$ cat src/rtl/bfsp_pkg.sv
// bfsp_pkg: shared widths, opcodes, register indexes and types of the
// single-source shortest path block
// depends on nothing
`timescale 1ns / 1ps
`default_nettype none

package bfsp_pkg;

    // default sizes of the graph storage
    localparam int MAX_VERTICES_DEF = 64;
    localparam int MAX_EDGES_DEF    = 1024;
    localparam int WEIGHT_BITS_DEF  = 16;

    // fixed field widths of the channels
    localparam int OPCODE_W    = 2;
    localparam int VERTEX_W    = 6;
    localparam int VCOUNT_W    = 7;
    localparam int WEIGHT_IN_W = 16;
    localparam int WEIGHT_EXT_W = 32;
    localparam int DIST_OUT_W  = 32;
    localparam int CFG_INDEX_W = 1;
    localparam int CFG_DATA_W  = 7;

    // item opcodes
    localparam logic [OPCODE_W-1:0] OP_CLEAR = 2'd0;
    localparam logic [OPCODE_W-1:0] OP_ADD   = 2'd1;
    localparam logic [OPCODE_W-1:0] OP_RUN   = 2'd2;
    localparam logic [OPCODE_W-1:0] OP_NONE  = 2'd3;

    // configuration register indexes
    localparam logic [CFG_INDEX_W-1:0] CFG_SOURCE = 1'd0;
    localparam logic [CFG_INDEX_W-1:0] CFG_COUNT  = 1'd1;

    // configuration reset values
    localparam logic [VERTEX_W-1:0] SOURCE_RESET = 6'd0;
    localparam logic [VCOUNT_W-1:0] COUNT_RESET  = 7'd64;

    // edge table command from the sequencer
    typedef struct packed {
        logic                           clear;
        logic                           add;
        logic [VERTEX_W-1:0]            tail;
        logic [VERTEX_W-1:0]            head;
        logic signed [WEIGHT_EXT_W-1:0] weight;
    } edge_cmd_t;

endpackage

`default_nettype wire

$ cat src/rtl/bfsp_if.sv
// bfsp_if: valid/ready channel interfaces for items, results and
// configuration writes
// depends on bfsp_pkg
`timescale 1ns / 1ps
`default_nettype none

// input item channel
interface bfsp_item_if import bfsp_pkg::*; ();
    logic                          valid;
    logic                          ready;
    logic [OPCODE_W-1:0]           opcode;
    logic [VERTEX_W-1:0]           edge_source;
    logic [VERTEX_W-1:0]           edge_dest;
    logic signed [WEIGHT_IN_W-1:0] edge_weight;

    modport source (output valid, opcode, edge_source, edge_dest, edge_weight,
                    input ready);
    modport sink   (input valid, opcode, edge_source, edge_dest, edge_weight,
                    output ready);
endinterface

// result channel
interface bfsp_result_if import bfsp_pkg::*; ();
    logic                         valid;
    logic                         ready;
    logic [VERTEX_W-1:0]          vertex_index;
    logic signed [DIST_OUT_W-1:0] distance;
    logic                         reachable;
    logic [VERTEX_W-1:0]          predecessor;
    logic                         negative_cycle;
    logic                         last;

    modport source (output valid, vertex_index, distance, reachable, predecessor,
                    negative_cycle, last, input ready);
    modport sink   (input valid, vertex_index, distance, reachable, predecessor,
                    negative_cycle, last, output ready);
endinterface


`default_nettype wire

$ cat src/rtl/bfsp_relax_unit.sv
// bfsp_relax_unit: shared relaxation datapath, one add and one signed
// compare per use
// depends on bfsp_pkg
`timescale 1ns / 1ps
`default_nettype none

module bfsp_relax_unit import bfsp_pkg::*; #(
    parameter int WEIGHT_BITS = WEIGHT_BITS_DEF,
    parameter int DIST_W      = WEIGHT_BITS_DEF + 8
) (
    input  wire logic signed [DIST_W-1:0]      tail_dist,
    input  wire logic signed [WEIGHT_BITS-1:0] weight,
    input  wire logic signed [DIST_W-1:0]      head_dist,
    input  wire logic                          head_ok,
    output logic signed [DIST_W-1:0]           cand,
    output logic                               improve
);

    // candidate distance through this edge
    assign cand = tail_dist + DIST_W'(weight);

    // strict improvement or first reach of the head
    assign improve = !head_ok || (cand < head_dist);

endmodule

`default_nettype wire

$ cat src/rtl/bfsp_core.sv
// bfsp_core: run sequencer, distance and predecessor memories, result
// register
// depends on bfsp_pkg, bfsp_if, bfsp_relax_unit
`timescale 1ns / 1ps
`default_nettype none

module bfsp_core import bfsp_pkg::*; #(
    parameter  int MAX_VERTICES = MAX_VERTICES_DEF,
    parameter  int MAX_EDGES    = MAX_EDGES_DEF,
    parameter  int WEIGHT_BITS  = WEIGHT_BITS_DEF,
    localparam int EIDX_W       = (MAX_EDGES > 1) ? $clog2(MAX_EDGES) : 1,
    localparam int ECNT_W       = $clog2(MAX_EDGES + 1)
) (
    input  wire logic                     clk,
    input  wire logic                     rst_n,
    bfsp_item_if.sink                     item,
    bfsp_result_if.source                 result,
    input  wire logic [VERTEX_W-1:0]      source_vertex,
    input  wire logic [VCOUNT_W-1:0]      vertex_count,
    output edge_cmd_t                     edge_cmd,
    output logic [EIDX_W-1:0]             edge_rd_addr,
    input  wire logic [ECNT_W-1:0]        edge_total,
    input  wire logic [VERTEX_W-1:0]      edge_tail,
    input  wire logic [VERTEX_W-1:0]      edge_head,
    input  wire logic signed [WEIGHT_BITS-1:0] edge_weight
);

    localparam int VIDX_W = $clog2(MAX_VERTICES);
    localparam int DIST_W = WEIGHT_BITS + VIDX_W + 2;
    localparam int SAT_W  = (DIST_W > DIST_OUT_W) ? DIST_W : DIST_OUT_W;
    localparam logic signed [SAT_W-1:0] SAT_MAX = SAT_W'(64'sh7FFF_FFFF);
    localparam logic signed [SAT_W-1:0] SAT_MIN = SAT_W'(-(64'sh8000_0000));

    // sequencer states
    localparam logic [3:0] ST_IDLE     = 4'd0;
    localparam logic [3:0] ST_INIT     = 4'd1;
    localparam logic [3:0] ST_PASS_SEL = 4'd2;
    localparam logic [3:0] ST_EDGE_RD  = 4'd3;
    localparam logic [3:0] ST_EDGE_CHK = 4'd4;
    localparam logic [3:0] ST_RELAX    = 4'd5;
    localparam logic [3:0] ST_PASS_END = 4'd6;
    localparam logic [3:0] ST_COPY_RD  = 4'd7;
    localparam logic [3:0] ST_COPY_WR  = 4'd8;
    localparam logic [3:0] ST_EMIT_RD  = 4'd9;
    localparam logic [3:0] ST_EMIT_LD  = 4'd10;

    logic [3:0]              state_reg, state_next;
    logic [VCOUNT_W-1:0]     n_reg, n_next;
    logic [VCOUNT_W-1:0]     pass_reg, pass_next;
    logic [ECNT_W-1:0]       eidx_reg, eidx_next;
    logic [VIDX_W-1:0]       vtx_reg, vtx_next;
    logic                    check_reg, check_next;
    logic                    changed_reg, changed_next;
    logic                    cycle_reg, cycle_next;
    logic [MAX_VERTICES-1:0] prev_ok_reg, prev_ok_next;
    logic [MAX_VERTICES-1:0] cur_ok_reg, cur_ok_next;
    logic [MAX_VERTICES-1:0] pred_ok_reg, pred_ok_next;

    logic                        out_valid_reg, out_valid_next;
    logic [VERTEX_W-1:0]         out_index_reg;
    logic signed [DIST_OUT_W-1:0] out_dist_reg;
    logic                        out_reach_reg;
    logic [VERTEX_W-1:0]         out_pred_reg;
    logic                        out_cycle_reg;
    logic                        out_last_reg;

    // distance and predecessor memories
    logic signed [DIST_W-1:0] prev_mem [0:MAX_VERTICES-1];
    logic signed [DIST_W-1:0] cur_mem  [0:MAX_VERTICES-1];
    logic [VERTEX_W-1:0]      pred_mem [0:MAX_VERTICES-1];
    logic signed [DIST_W-1:0] prev_rd_reg;
    logic signed [DIST_W-1:0] cur_rd_reg;
    logic [VERTEX_W-1:0]      pred_rd_reg;

    logic [VIDX_W-1:0]        prev_raddr, cur_raddr;
    logic                     prev_we, cur_we, pred_we;
    logic [VIDX_W-1:0]        prev_waddr, cur_waddr;
    logic signed [DIST_W-1:0] prev_wdata, cur_wdata;

    logic                     accept;
    logic [VIDX_W-1:0]        tail_idx, head_idx, src_idx;
    logic                     tail_in, head_in, src_in, vtx_is_last;
    logic signed [DIST_W-1:0] cand;
    logic                     improve;
    logic                     load_out;
    logic signed [SAT_W-1:0]  dist_wide, dist_sat;

    assign accept      = item.valid && item.ready;
    assign item.ready  = (state_reg == ST_IDLE);
    assign tail_idx    = edge_tail[VIDX_W-1:0];
    assign head_idx    = edge_head[VIDX_W-1:0];
    assign src_idx     = source_vertex[VIDX_W-1:0];
    assign tail_in     = VCOUNT_W'(edge_tail) < n_reg;
    assign head_in     = VCOUNT_W'(edge_head) < n_reg;
    assign src_in      = VCOUNT_W'(source_vertex) < n_reg;
    assign vtx_is_last = VCOUNT_W'(vtx_reg) == (n_reg - VCOUNT_W'(1));
    assign edge_rd_addr = eidx_reg[EIDX_W-1:0];

    // edge table commands straight from the accepted beat
    always_comb
    begin
        edge_cmd.clear  = accept && (item.opcode == OP_CLEAR);
        edge_cmd.add    = accept && (item.opcode == OP_ADD);
        edge_cmd.tail   = item.edge_source;
        edge_cmd.head   = item.edge_dest;
        edge_cmd.weight = WEIGHT_EXT_W'(item.edge_weight);
    end

    // shared relaxation unit
    bfsp_relax_unit #(
        .WEIGHT_BITS (WEIGHT_BITS),
        .DIST_W      (DIST_W)
    ) u_relax (
        .tail_dist (prev_rd_reg),
        .weight    (edge_weight),
        .head_dist (cur_rd_reg),
        .head_ok   (cur_ok_reg[head_idx]),
        .cand      (cand),
        .improve   (improve)
    );

    // memory read addresses
    assign prev_raddr = (state_reg == ST_EDGE_CHK) ? tail_idx : vtx_reg;
    assign cur_raddr  = (state_reg == ST_EDGE_CHK) ? head_idx : vtx_reg;

    // memory write controls
    always_comb
    begin
        prev_we    = 1'b0;
        prev_waddr = vtx_reg;
        prev_wdata = cur_rd_reg;
        cur_we     = 1'b0;
        cur_waddr  = head_idx;
        cur_wdata  = cand;
        pred_we    = (state_reg == ST_RELAX) && improve && !check_reg;
        if (state_reg == ST_INIT)
        begin
            prev_we    = src_in;
            prev_waddr = src_idx;
            prev_wdata = '0;
            cur_we     = src_in;
            cur_waddr  = src_idx;
            cur_wdata  = '0;
        end
        else if (state_reg == ST_COPY_WR)
        begin
            prev_we = 1'b1;
        end
        else if (state_reg == ST_RELAX)
        begin
            cur_we = improve;
        end
    end

    always_ff @(posedge clk)
    begin
        if (prev_we)
        begin
            prev_mem[prev_waddr] <= prev_wdata;
        end
        prev_rd_reg <= prev_mem[prev_raddr];
    end

    always_ff @(posedge clk)
    begin
        if (cur_we)
        begin
            cur_mem[cur_waddr] <= cur_wdata;
        end
        cur_rd_reg <= cur_mem[cur_raddr];
    end

    always_ff @(posedge clk)
    begin
        if (pred_we)
        begin
            pred_mem[head_idx] <= edge_tail;
        end
        pred_rd_reg <= pred_mem[vtx_reg];
    end

    // saturate the exact distance to the output range
    assign dist_wide = SAT_W'(prev_rd_reg);
    always_comb
    begin
        priority if (dist_wide > SAT_MAX)
        begin
            dist_sat = SAT_MAX;
        end
        else if (dist_wide < SAT_MIN)
        begin
            dist_sat = SAT_MIN;
        end
        else
        begin
            dist_sat = dist_wide;
        end
    end

    assign load_out = (state_reg == ST_EMIT_LD) && (!out_valid_reg || result.ready);

    // sequencer
    always_comb
    begin
        state_next   = state_reg;
        n_next       = n_reg;
        pass_next    = pass_reg;
        eidx_next    = eidx_reg;
        vtx_next     = vtx_reg;
        check_next   = check_reg;
        changed_next = changed_reg;
        cycle_next   = cycle_reg;
        prev_ok_next = prev_ok_reg;
        cur_ok_next  = cur_ok_reg;
        pred_ok_next = pred_ok_reg;

        unique case (state_reg)
            ST_IDLE:
            begin
                if (accept && (item.opcode == OP_RUN))
                begin
                    priority if (vertex_count == '0)
                    begin
                        n_next = VCOUNT_W'(1);
                    end
                    else if (vertex_count > VCOUNT_W'(MAX_VERTICES))
                    begin
                        n_next = VCOUNT_W'(MAX_VERTICES);
                    end
                    else
                    begin
                        n_next = vertex_count;
                    end
                    state_next = ST_INIT;
                end
            end
            ST_INIT:
            begin
                prev_ok_next = '0;
                cur_ok_next  = '0;
                pred_ok_next = '0;
                if (src_in)
                begin
                    prev_ok_next[src_idx] = 1'b1;
                    cur_ok_next[src_idx]  = 1'b1;
                end
                pass_next  = '0;
                state_next = ST_PASS_SEL;
            end
            ST_PASS_SEL:
            begin
                check_next   = !((pass_reg + VCOUNT_W'(1)) < n_reg);
                eidx_next    = '0;
                changed_next = 1'b0;
                state_next   = ST_EDGE_RD;
            end
            ST_EDGE_RD:
            begin
                if (eidx_reg == edge_total)
                begin
                    state_next = ST_PASS_END;
                end
                else
                begin
                    state_next = ST_EDGE_CHK;
                end
            end
            ST_EDGE_CHK:
            begin
                if (tail_in && head_in && prev_ok_reg[tail_idx])
                begin
                    state_next = ST_RELAX;
                end
                else
                begin
                    eidx_next  = eidx_reg + ECNT_W'(1);
                    state_next = ST_EDGE_RD;
                end
            end
            ST_RELAX:
            begin
                if (improve)
                begin
                    cur_ok_next[head_idx] = 1'b1;
                    changed_next          = 1'b1;
                    if (!check_reg)
                    begin
                        pred_ok_next[head_idx] = 1'b1;
                    end
                end
                eidx_next  = eidx_reg + ECNT_W'(1);
                state_next = ST_EDGE_RD;
            end
            ST_PASS_END:
            begin
                if (check_reg)
                begin
                    cycle_next = changed_reg;
                    vtx_next   = '0;
                    state_next = ST_EMIT_RD;
                end
                else
                begin
                    pass_next = pass_reg + VCOUNT_W'(1);
                    if (changed_reg)
                    begin
                        prev_ok_next = cur_ok_reg;
                        vtx_next     = '0;
                        state_next   = ST_COPY_RD;
                    end
                    else
                    begin
                        // settled early: go straight to the cycle check
                        check_next   = 1'b1;
                        eidx_next    = '0;
                        changed_next = 1'b0;
                        state_next   = ST_EDGE_RD;
                    end
                end
            end
            ST_COPY_RD:
            begin
                state_next = ST_COPY_WR;
            end
            ST_COPY_WR:
            begin
                if (vtx_is_last)
                begin
                    state_next = ST_PASS_SEL;
                end
                else
                begin
                    vtx_next   = vtx_reg + VIDX_W'(1);
                    state_next = ST_COPY_RD;
                end
            end
            ST_EMIT_RD:
            begin
                state_next = ST_EMIT_LD;
            end
            ST_EMIT_LD:
            begin
                if (load_out)
                begin
                    if (vtx_is_last)
                    begin
                        state_next = ST_IDLE;
                    end
                    else
                    begin
                        vtx_next   = vtx_reg + VIDX_W'(1);
                        state_next = ST_EMIT_RD;
                    end
                end
            end
            default:
            begin
                state_next = ST_IDLE;
            end
        endcase
    end

    assign out_valid_next = load_out || (out_valid_reg && !result.ready);

    always_ff @(posedge clk or negedge rst_n)
    begin
        if (!rst_n)
        begin
            state_reg     <= ST_IDLE;
            n_reg         <= VCOUNT_W'(MAX_VERTICES);
            pass_reg      <= '0;
            eidx_reg      <= '0;
            vtx_reg       <= '0;
            check_reg     <= 1'b0;
            changed_reg   <= 1'b0;
            cycle_reg     <= 1'b0;
            prev_ok_reg   <= '0;
            cur_ok_reg    <= '0;
            pred_ok_reg   <= '0;
            out_valid_reg <= 1'b0;
        end
        else
        begin
            state_reg     <= state_next;
            n_reg         <= n_next;
            pass_reg      <= pass_next;
            eidx_reg      <= eidx_next;
            vtx_reg       <= vtx_next;
            check_reg     <= check_next;
            changed_reg   <= changed_next;
            cycle_reg     <= cycle_next;
            prev_ok_reg   <= prev_ok_next;
            cur_ok_reg    <= cur_ok_next;
            pred_ok_reg   <= pred_ok_next;
            out_valid_reg <= out_valid_next;
        end
    end

    // result payload register
    always_ff @(posedge clk)
    begin
        if (load_out)
        begin
            out_index_reg <= VERTEX_W'(vtx_reg);
            out_reach_reg <= prev_ok_reg[vtx_reg];
            out_dist_reg  <= prev_ok_reg[vtx_reg] ? DIST_OUT_W'(dist_sat) : '0;
            out_pred_reg  <= (prev_ok_reg[vtx_reg] && pred_ok_reg[vtx_reg])
                             ? pred_rd_reg : '0;
            out_cycle_reg <= cycle_reg;
            out_last_reg  <= vtx_is_last;
        end
    end

    assign result.valid          = out_valid_reg;
    assign result.vertex_index   = out_index_reg;
    assign result.distance       = out_dist_reg;
    assign result.reachable      = out_reach_reg;
    assign result.predecessor    = out_pred_reg;
    assign result.negative_cycle = out_cycle_reg;
    assign result.last           = out_last_reg;

    // a run beat starts the init step
    a_run_starts: assert property (@(posedge clk) disable iff (!rst_n)
        accept && (item.opcode == OP_RUN) |=> state_reg == ST_INIT)
        else $error("run beat did not start a run");

    // relaxation only touches vertices in range
    a_relax_range: assert property (@(posedge clk) disable iff (!rst_n)
        state_reg == ST_RELAX |-> tail_in && head_in)
        else $error("relaxation on out of range edge");

    // a committing pass never runs past n-1 passes
    a_pass_bound: assert property (@(posedge clk) disable iff (!rst_n)
        state_reg == ST_RELAX && !check_reg |-> (pass_reg + VCOUNT_W'(1)) < n_reg)
        else $error("too many committing passes");

    // a held result is not overwritten
    a_emit_waits: assert property (@(posedge clk) disable iff (!rst_n)
        state_reg == ST_EMIT_LD && out_valid_reg && !result.ready
        |=> state_reg == ST_EMIT_LD && out_valid_reg)
        else $error("result register overwritten");

endmodule

`default_nettype wire

$ cat src/flat_wrapper.sv
// flat-port wrapper written by rule: the top's interface ports become plain ports
module bfsp_core_flat import bfsp_pkg::*;
#(
    parameter  int MAX_VERTICES = MAX_VERTICES_DEF,
    parameter  int MAX_EDGES    = MAX_EDGES_DEF,
    parameter  int WEIGHT_BITS  = WEIGHT_BITS_DEF,
    localparam int EIDX_W       = (MAX_EDGES > 1) ? $clog2(MAX_EDGES) : 1,
    localparam int ECNT_W       = $clog2(MAX_EDGES + 1)
)
  (clk, rst_n, source_vertex, vertex_count, edge_cmd, edge_rd_addr, edge_total, edge_tail, edge_head, edge_weight, item_valid, item_opcode, item_edge_source, item_edge_dest, item_edge_weight, item_ready, result_valid, result_vertex_index, result_distance, result_reachable, result_predecessor, result_negative_cycle, result_last, result_ready);
  bfsp_item_if item_i ();
  bfsp_result_if result_i ();
  input  wire logic clk;
  input  wire logic rst_n;
  input  wire logic [VERTEX_W-1:0] source_vertex;
  input  wire logic [VCOUNT_W-1:0] vertex_count;
  output edge_cmd_t edge_cmd;
  output logic [EIDX_W-1:0] edge_rd_addr;
  input  wire logic [ECNT_W-1:0] edge_total;
  input  wire logic [VERTEX_W-1:0] edge_tail;
  input  wire logic [VERTEX_W-1:0] edge_head;
  input  wire logic signed [WEIGHT_BITS-1:0] edge_weight;
  input wire logic [$bits(item_i.valid)-1:0] item_valid;
  input wire logic [$bits(item_i.opcode)-1:0] item_opcode;
  input wire logic [$bits(item_i.edge_source)-1:0] item_edge_source;
  input wire logic [$bits(item_i.edge_dest)-1:0] item_edge_dest;
  input wire logic [$bits(item_i.edge_weight)-1:0] item_edge_weight;
  output wire logic [$bits(item_i.ready)-1:0] item_ready;
  output wire logic [$bits(result_i.valid)-1:0] result_valid;
  output wire logic [$bits(result_i.vertex_index)-1:0] result_vertex_index;
  output wire logic [$bits(result_i.distance)-1:0] result_distance;
  output wire logic [$bits(result_i.reachable)-1:0] result_reachable;
  output wire logic [$bits(result_i.predecessor)-1:0] result_predecessor;
  output wire logic [$bits(result_i.negative_cycle)-1:0] result_negative_cycle;
  output wire logic [$bits(result_i.last)-1:0] result_last;
  input wire logic [$bits(result_i.ready)-1:0] result_ready;
  assign item_i.valid = item_valid;
  assign item_i.opcode = item_opcode;
  assign item_i.edge_source = item_edge_source;
  assign item_i.edge_dest = item_edge_dest;
  assign item_i.edge_weight = item_edge_weight;
  assign item_ready = item_i.ready;
  assign result_valid = result_i.valid;
  assign result_vertex_index = result_i.vertex_index;
  assign result_distance = result_i.distance;
  assign result_reachable = result_i.reachable;
  assign result_predecessor = result_i.predecessor;
  assign result_negative_cycle = result_i.negative_cycle;
  assign result_last = result_i.last;
  assign result_i.ready = result_ready;
  bfsp_core #(.MAX_VERTICES(MAX_VERTICES), .MAX_EDGES(MAX_EDGES), .WEIGHT_BITS(WEIGHT_BITS)) u_core (.clk(clk), .rst_n(rst_n), .item(item_i), .result(result_i), .source_vertex(source_vertex), .vertex_count(vertex_count), .edge_cmd(edge_cmd), .edge_rd_addr(edge_rd_addr), .edge_total(edge_total), .edge_tail(edge_tail), .edge_head(edge_head), .edge_weight(edge_weight));
endmodule
$ cat config.mk
export PLATFORM = sky130hd
export DESIGN_NAME = bfsp_core_flat
export DESIGN_NICKNAME = d
export VERILOG_FILES = /design/src/rtl/bfsp_pkg.sv /design/src/rtl/bfsp_if.sv /design/src/rtl/bfsp_relax_unit.sv /design/src/rtl/bfsp_core.sv /design/src/flat_wrapper.sv
export SDC_FILE = /design/constraint.sdc
export NUM_CORES = 2
export LEC_CHECK = 0
export BUFFER_PORTS_ARGS = -buffer_cell sky130_fd_sc_hd__buf_2
export CORE_MARGIN = 3
export CORE_UTILIZATION = 38
export CTS_BUF_LIST = sky130_fd_sc_hd__clkbuf_8
export CTS_CLUSTER_DIAMETER = 60
export DETAILED_ROUTE_END_ITERATION = 8
export GPL_ROUTABILITY_DRIVEN = 0
export PLACE_DENSITY = 0.6
export SLEW_MARGIN = 30
export SYNTH_ARGS = -nofsm -noshare
export SYNTH_HDL_FRONTEND = slang
export SYNTH_HIERARCHICAL = 1
export SYNTH_SLANG_ARGS = --single-unit
$ cat constraint.sdc
create_clock -name clk -period 7.2 [get_ports clk]
set_clock_uncertainty 0.1 [all_clocks]
set_input_delay 0.72 -clock clk [delete_from_list [all_inputs] [get_ports clk]]
set_output_delay 0.72 -clock clk [all_outputs]
set_load 0.02 [all_outputs]
# Word-level counts from Yosys, hierarchy flattened

Memories as Yosys holds them, arrays and structs flattened. A register that Yosys moved wholly into a read port is not among the register bits.
Index checks and enable logic that the tools add are counted.

Add/sub/neg operators: 5
$lt $le $gt $ge: 14
Equality and inequality tests: 23
Mux-type cells: 69
Bitwise gates (word level): 3
Reduce and logical (&&, ||, !) cells: 42

Operator list:

| cell                                                  | number |
|---|---|
| two-way mux 64 bit                                    | 6 |
| one-hot mux 64 bit (2 select lines)                   | 3 |
| OR 64 bit                                             | 2 |
| two-way mux 24 bit                                    | 2 |
| two-way mux 6 bit                                     | 8 |
| one-hot mux 11 bit (4 select lines)                   | 1 |
| one-hot mux 4 bit (10 select lines)                   | 1 |
| two-way mux 11 bit                                    | 3 |
| > comparator 24 x 32 -> 1 bit (second input constant) | 1 |
| < comparator 24 x 32 -> 1 bit (second input constant) | 1 |
| two-way mux 32 bit                                    | 1 |
| two-way mux 31 bit                                    | 1 |
| < comparator 6 x 7 -> 1 bit (second input constant)   | 4 |
| adder 24 x 16 -> 24 bit                               | 1 |
| binary-select mux 1 bit (select 6 bit)                | 4 |
| < comparator 24 bit                                   | 1 |
| two-way mux 1 bit                                     | 22 |
| < comparator 6 x 7 -> 1 bit                           | 3 |
| two-way mux 7 bit                                     | 3 |
| one-hot mux 6 bit (3 select lines)                    | 1 |
| equality test 4 x 3 -> 1 bit (second input constant)  | 4 |
| two-way mux 4 bit                                     | 4 |
| one-hot mux 7 bit (2 select lines)                    | 1 |
| logical AND 1 bit                                     | 13 |
| other kinds (35)                                      | 65 |

Register bits: 278
Memory bits (writable): 3456
Input bits: 86
Output and inout port bits: 105
Logic and storage cells: 178
Memories kept: 3

Memories:

| memory          | words | bits a word | read ports | clocked after Yosys merged registers in | wr ports | RTL line        | RTL |
|---|---|---|---|---|---|---|---|
| u_core.cur_mem  | 64    | 24          | 1          | 1                                       | 1        | bfsp_core.sv:69 | `logic signed [DIST_W-1:0] cur_mem [0:MAX_VERTICES-1];` |
| u_core.prev_mem | 64    | 24          | 1          | 1                                       | 1        | bfsp_core.sv:68 | `logic signed [DIST_W-1:0] prev_mem [0:MAX_VERTICES-1];` |
| u_core.pred_mem | 64    | 6           | 1          | 1                                       | 1        | bfsp_core.sv:70 | `logic [VERTEX_W-1:0] pred_mem [0:MAX_VERTICES-1];` |

# Depth between registers and ports, before layout

Depth after elaboration: 9
Depth in mapped cells: 22
Mapped depth without buffers: 20

# Cells and area by module

Netlist, hierarchy kept.

By module, submodules not included:

| module          | instances | cells each | area each (µm²) | sequential area each (µm²) |
|---|---|---|---|---|
| bfsp_core       | 1         | 9810       | 149875.0        | 111813.5 |
| bfsp_relax_unit | 1         | 237        | 1737.9          | 0.0 |

# Least setup slack after synthesis

No wires, ideal clock.

Path kind: input-to-reg
Start: input edge_weight[0]
End: memory u_core/cur_mem[20][0] in the netlist's numbering (enable)
Arrival: 5573 ps
Data required time: 6665 ps
Slack: 1092 ps
Stages on the path: 19
Path through: ha_1 > fa_1 > a21o_1 > a31o_1 > a31oi_4 > o21bai_4 > and3_1 > nor3_1 > ha_1 > nand4_1 > nor2_1 > a21oi_1 > o21ai_0 > a21oi_1 > mux2_2 > and3_1 > nor2_1 > clkbuf_1 > nor3_1

Longest elaborated chain between the ends: 8

RTL lines:

| element                                 | RTL line              | RTL |
|---|---|---|
| start, declared                         | flat_wrapper.sv:22    | `input wire logic signed [WEIGHT_BITS-1:0] edge_weight;` |
| adder 24 x 16 -> 24 bit                 | bfsp_relax_unit.sv:20 | `assign cand = tail_dist + DIST_W'(weight);` |
| net u_core.cand[20]                     | bfsp_core.sv:83       | `logic signed [DIST_W-1:0] cand;` |
| < comparator 24 bit                     | bfsp_relax_unit.sv:23 | `assign improve = !head_ok \|\| (cand < head_dist);` |
| logical OR 1 bit                        | bfsp_relax_unit.sv:23 |  |
| net u_core.improve                      | bfsp_core.sv:84       | `logic improve;` |
| two-way mux 1 bit                       | bfsp_core.sv:149      | `else if (state_reg == ST_RELAX)` |
| two-way mux 1 bit                       | bfsp_core.sv:145      | `else if (state_reg == ST_COPY_WR)` |
| two-way mux 1 bit                       | bfsp_core.sv:136      | `if (state_reg == ST_INIT)` |
| two-way mux 1 bit                       | bfsp_core.sv:166      | `if (cur_we)` |
| two-way mux 1 bit (not written as such) | bfsp_core.sv:168      | `cur_mem[cur_waddr] <= cur_wdata;` |
| end, declared                           | bfsp_core.sv:69       |  |

The timed path passes the listed nets, and every way through them passes these cells.

# Worst setup path in the final report

Start: register u_core.prev_rd_reg[0] (read register of u_core.prev_mem)
End: memory u_core/cur_mem[49][12] in the netlist's numbering (enable)

Longest elaborated chain between the ends: 8

RTL lines:

| element                                 | RTL line              | RTL |
|---|---|---|
| start, declared                         | bfsp_core.sv:71       | `logic signed [DIST_W-1:0] prev_rd_reg;` |
| adder 24 x 16 -> 24 bit                 | bfsp_relax_unit.sv:20 |  |
| net u_core.cand[20]                     | bfsp_core.sv:83       |  |
| < comparator 24 bit                     | bfsp_relax_unit.sv:23 |  |
| logical OR 1 bit                        | bfsp_relax_unit.sv:23 |  |
| net u_core.improve                      | bfsp_core.sv:84       |  |
| two-way mux 1 bit                       | bfsp_core.sv:149      |  |
| two-way mux 1 bit                       | bfsp_core.sv:145      |  |
| two-way mux 1 bit                       | bfsp_core.sv:136      |  |
| two-way mux 1 bit                       | bfsp_core.sv:166      |  |
| two-way mux 1 bit (not written as such) | bfsp_core.sv:168      |  |

The timed path passes the listed nets, and every way through them passes these cells.

==> results.toml <==
[outcome]
status = "finished clean"

[timing]
worst_slack_ns = 1.22
setup_tns_ns = 0
maxSlewViolCount = 0
worstMarginPinSlew_ns = 1.07
fmax_mhz = 167
rsz0062_at_grt = "no"
finalCritPeriodShare = 0.830
setup_viol = 0
fin_crit_ns = 5.98
relSlewSlack = 0.290
hold_viol = 0

[clocking]
cts_tree = "yes"
cts.clk_slew.worst_paths_ns = 0.06
cts_root_buf = "clkbuf_8"
clock_sinks = 3780
postCtsSetupBuffers = 0
cts_resized = 0
cts_max_level = 6
cts_buffers = 613
clkLatencyLatePin_ns = 1.22
clockBufferDepth = 4
cts-hold-fix-buffers = 20

[logic_synthesis]
synth_ff_type = "edfxtp_1"
synth.most_common_cell = "edfxtp_1"
async_flop_share = 0.0611
synth_nets = 10200
synth_top_area_share = 0.692
ys_seq_area_frac = 0.737
syn_area_sq_um = 152000
ys_top_cells_by_area = "edfxtp_1, mux4_2, nand2_1"
syn_avg_cell_area_sq_um = 15.1
synth_edf_count = 3495
ys_ff_latch = 3780
syn-instance-count = 10000
yosysTopAreaCell = "edfxtp_1"
synth.distinct_cells = 83
ys_top_cells_by_count = "edfxtp_1, nand2_1, nand3_1"
yosys_warnings = 6

[finish]
largest_registers = "u_core/cur_mem x1536, u_core/prev_mem x1536, u_core/pred_mem x384"
finalInstanceArea_sq_um = 171000
syn_to_final_growth_pct = 13.1
nets = 10600
final_core_util = 0.432
drive_gt1_frac = 0.175

[global_routing]
grt_usage = 0.224
grt_pass1_wl_mm = 664
grt_max_degree = 183
first_global_vias = 90900
grt-ovfl-total = 0
antenna_found_initial = 33

[power]
power_leakage_uw = 0.0576
max-vdd-ir-drop_v = 0.000485
power.density_nw_per_um2 = 433

[setup_path]
start_kind = "register"
critPathKind = "reg -> reg"
end_kind = "register"
critical_path_arrival_ns = 6.74
worstPathRequired_ns = 7.96
slowest_stage = "mux2_2"
path_cells = "ha_1 -> fa_1 -> a21o_1 -> a31o_1 -> a31oi_4 -> o21bai_4 -> and3_1 -> nor3_1 -> ha_1 -> nand4_1 -> nor2_1 -> a21oi_1 -> o21ai_0 -> a21oi_1 -> mux2_2 -> and3_1 -> nor2_2 -> buf_4 -> nor3_2 -> buf_4"
max_stage_delay_ns = 0.57
crit_fanout = 24

[hold_path]
min_path_type = "in -> reg"

[detailed_routing]
routed-via-count = 94000
routedWlPerCell_um = 29.0
antenna_left = 0
drt_iter0_drc = 13200
vias_per_cell = 5.80
routed_wl_mm = 469
drcViolationCount = 0
dr.pass1.iters = 8

[floorplanning]
num_rows = 231
dieHeight_um = 638
fp.coreArea_sq_um = 397000
io_pins = 191
start_util = 0.382
die_width_um = 638
die_area_sq_um = 407000

[placed_design]
dp_slack_ns = 0.750
placed_area_sq_um = 160000
io_buffer_count = 118
hpwl_mm = 288

[run]
maxCapViolations = 0
cell usage in the layout (no fill, tap or decap), types with 54 or more instances in the layout:
master and count:
dfxtp_1 54, a31oi_1 175, clkbuf_8 638, buf_4 323, o2111ai_1 82, ha_1 71
buf_2 115, mux2i_1 162, a21oi_1 324, nor3_1 90, edfxtp_1 3495, mux4_2 420
nor2_1 259, clkinv_1 130, nand4_1 148, a22oi_1 163, a32oi_1 103, nand3_1 768
dfrtp_1 226, o22ai_1 75, nand2_1 1964, inv_1 260, nor3_2 63
metrics by stage:
step | total power, uW | hold slack, ns | instances
after floorplan | 44600 | 0.319 | 10000
after global placement | 56600 | 0.370 | 15100
after detailed placement | 57200 | 0.381 | 15100
after CTS | 74300 | 0.000502 | 16200
after global routing | 76700 | 0.0356 | 16200
final | 74200 | 0.0995 | 16200
per-layer routing:
| layer | track usage | vias to the layer above | part of all wire |
|---|---|---|---|
| met1 | 0.297 | 47900 | 0.38 |
| met5 | 0 | - | 0.000079 |
| met2 | 0.352 | 5588 | 0.46 |
| met4 | 0.110 | 6 | 0.055 |
| met3 | 0.0465 | 1015 | 0.099 |
| li1 | - | 39500 | - |
power breakdown:
part	leakage (uW)	internal [uW]	switching (uW)
Combinational	0.0161	6370	19600
Clock	0.00648	8570	8660
Sequential	0.0350	30100	886
Total	0.0576	45000	29100
path summary, 6_finish.rpt:
path	from	end	slack (ns)	cells after the start
min reg2reg	u_core/pred_ok_reg[7]$_DFFE_PN0P_	u_core/pred_ok_reg[7]$_DFFE_PN0P_	0.40	2
max in group asynchronous	rst_n	u_core/cur_ok_reg[39]$_DFFE_PN0P_	5.42	5
min	edge_tail[5]	u_core/pred_mem[50][5]$_DFFE_PP_	0.1	2
min in group asynchronous	rst_n	u_core/pred_ok_reg[27]$_DFFE_PN0P_	0.58	4
max reg2reg	u_core/prev_rd_reg[0]$_DFF_P_	u_core/cur_mem[49][12]$_DFFE_PP_	1.22	20
max	u_core/prev_rd_reg[0]$_DFF_P_	u_core/cur_mem[49][12]$_DFFE_PP_	1.22	20
layout make-up:
type | instances | area [sq um]
flip-flops and latches | 3780 | 112000
inverters | 43 | 161
repair buffers | 496 | 3950
diodes | 13 | 32.5
fillers | 35100 | 225000
well taps | 5242 | 6560
clock buffers | 638 | 8780
multi-input cells | 5525 | 37700
clock inverters | 451 | 2380
logic make-up (layout without fill, tap and decap cells):
family / after synthesis / after routing / share of synthesized area
multiplexers: 606 / 606 / 0.0749
buffers and inverters: 742 / 1628 / 0.0216
AND/OR/NAND/NOR: 3613 / 3613 / 0.104
other: 0 / 13 / 0
adder cells (fa/ha/maj): 72 / 72 / 0.00599
XOR/XNOR: 43 / 43 / 0.00248
AO/OA/AOI/OAI: 1191 / 1191 / 0.0533
flip-flops: 3780 / 3780 / 0.737
worst max-delay path, delay by kind of cell, from the launching register on:
kind,cells,cell delay (ns)
fa+ha+maj,3,0.95
buf+inv,2,0.77
compound gates,7,1.29
flops,1,0.31
simple gates,7,1.69
mux,1,0.57
Power figures use the tool's default switching activity.
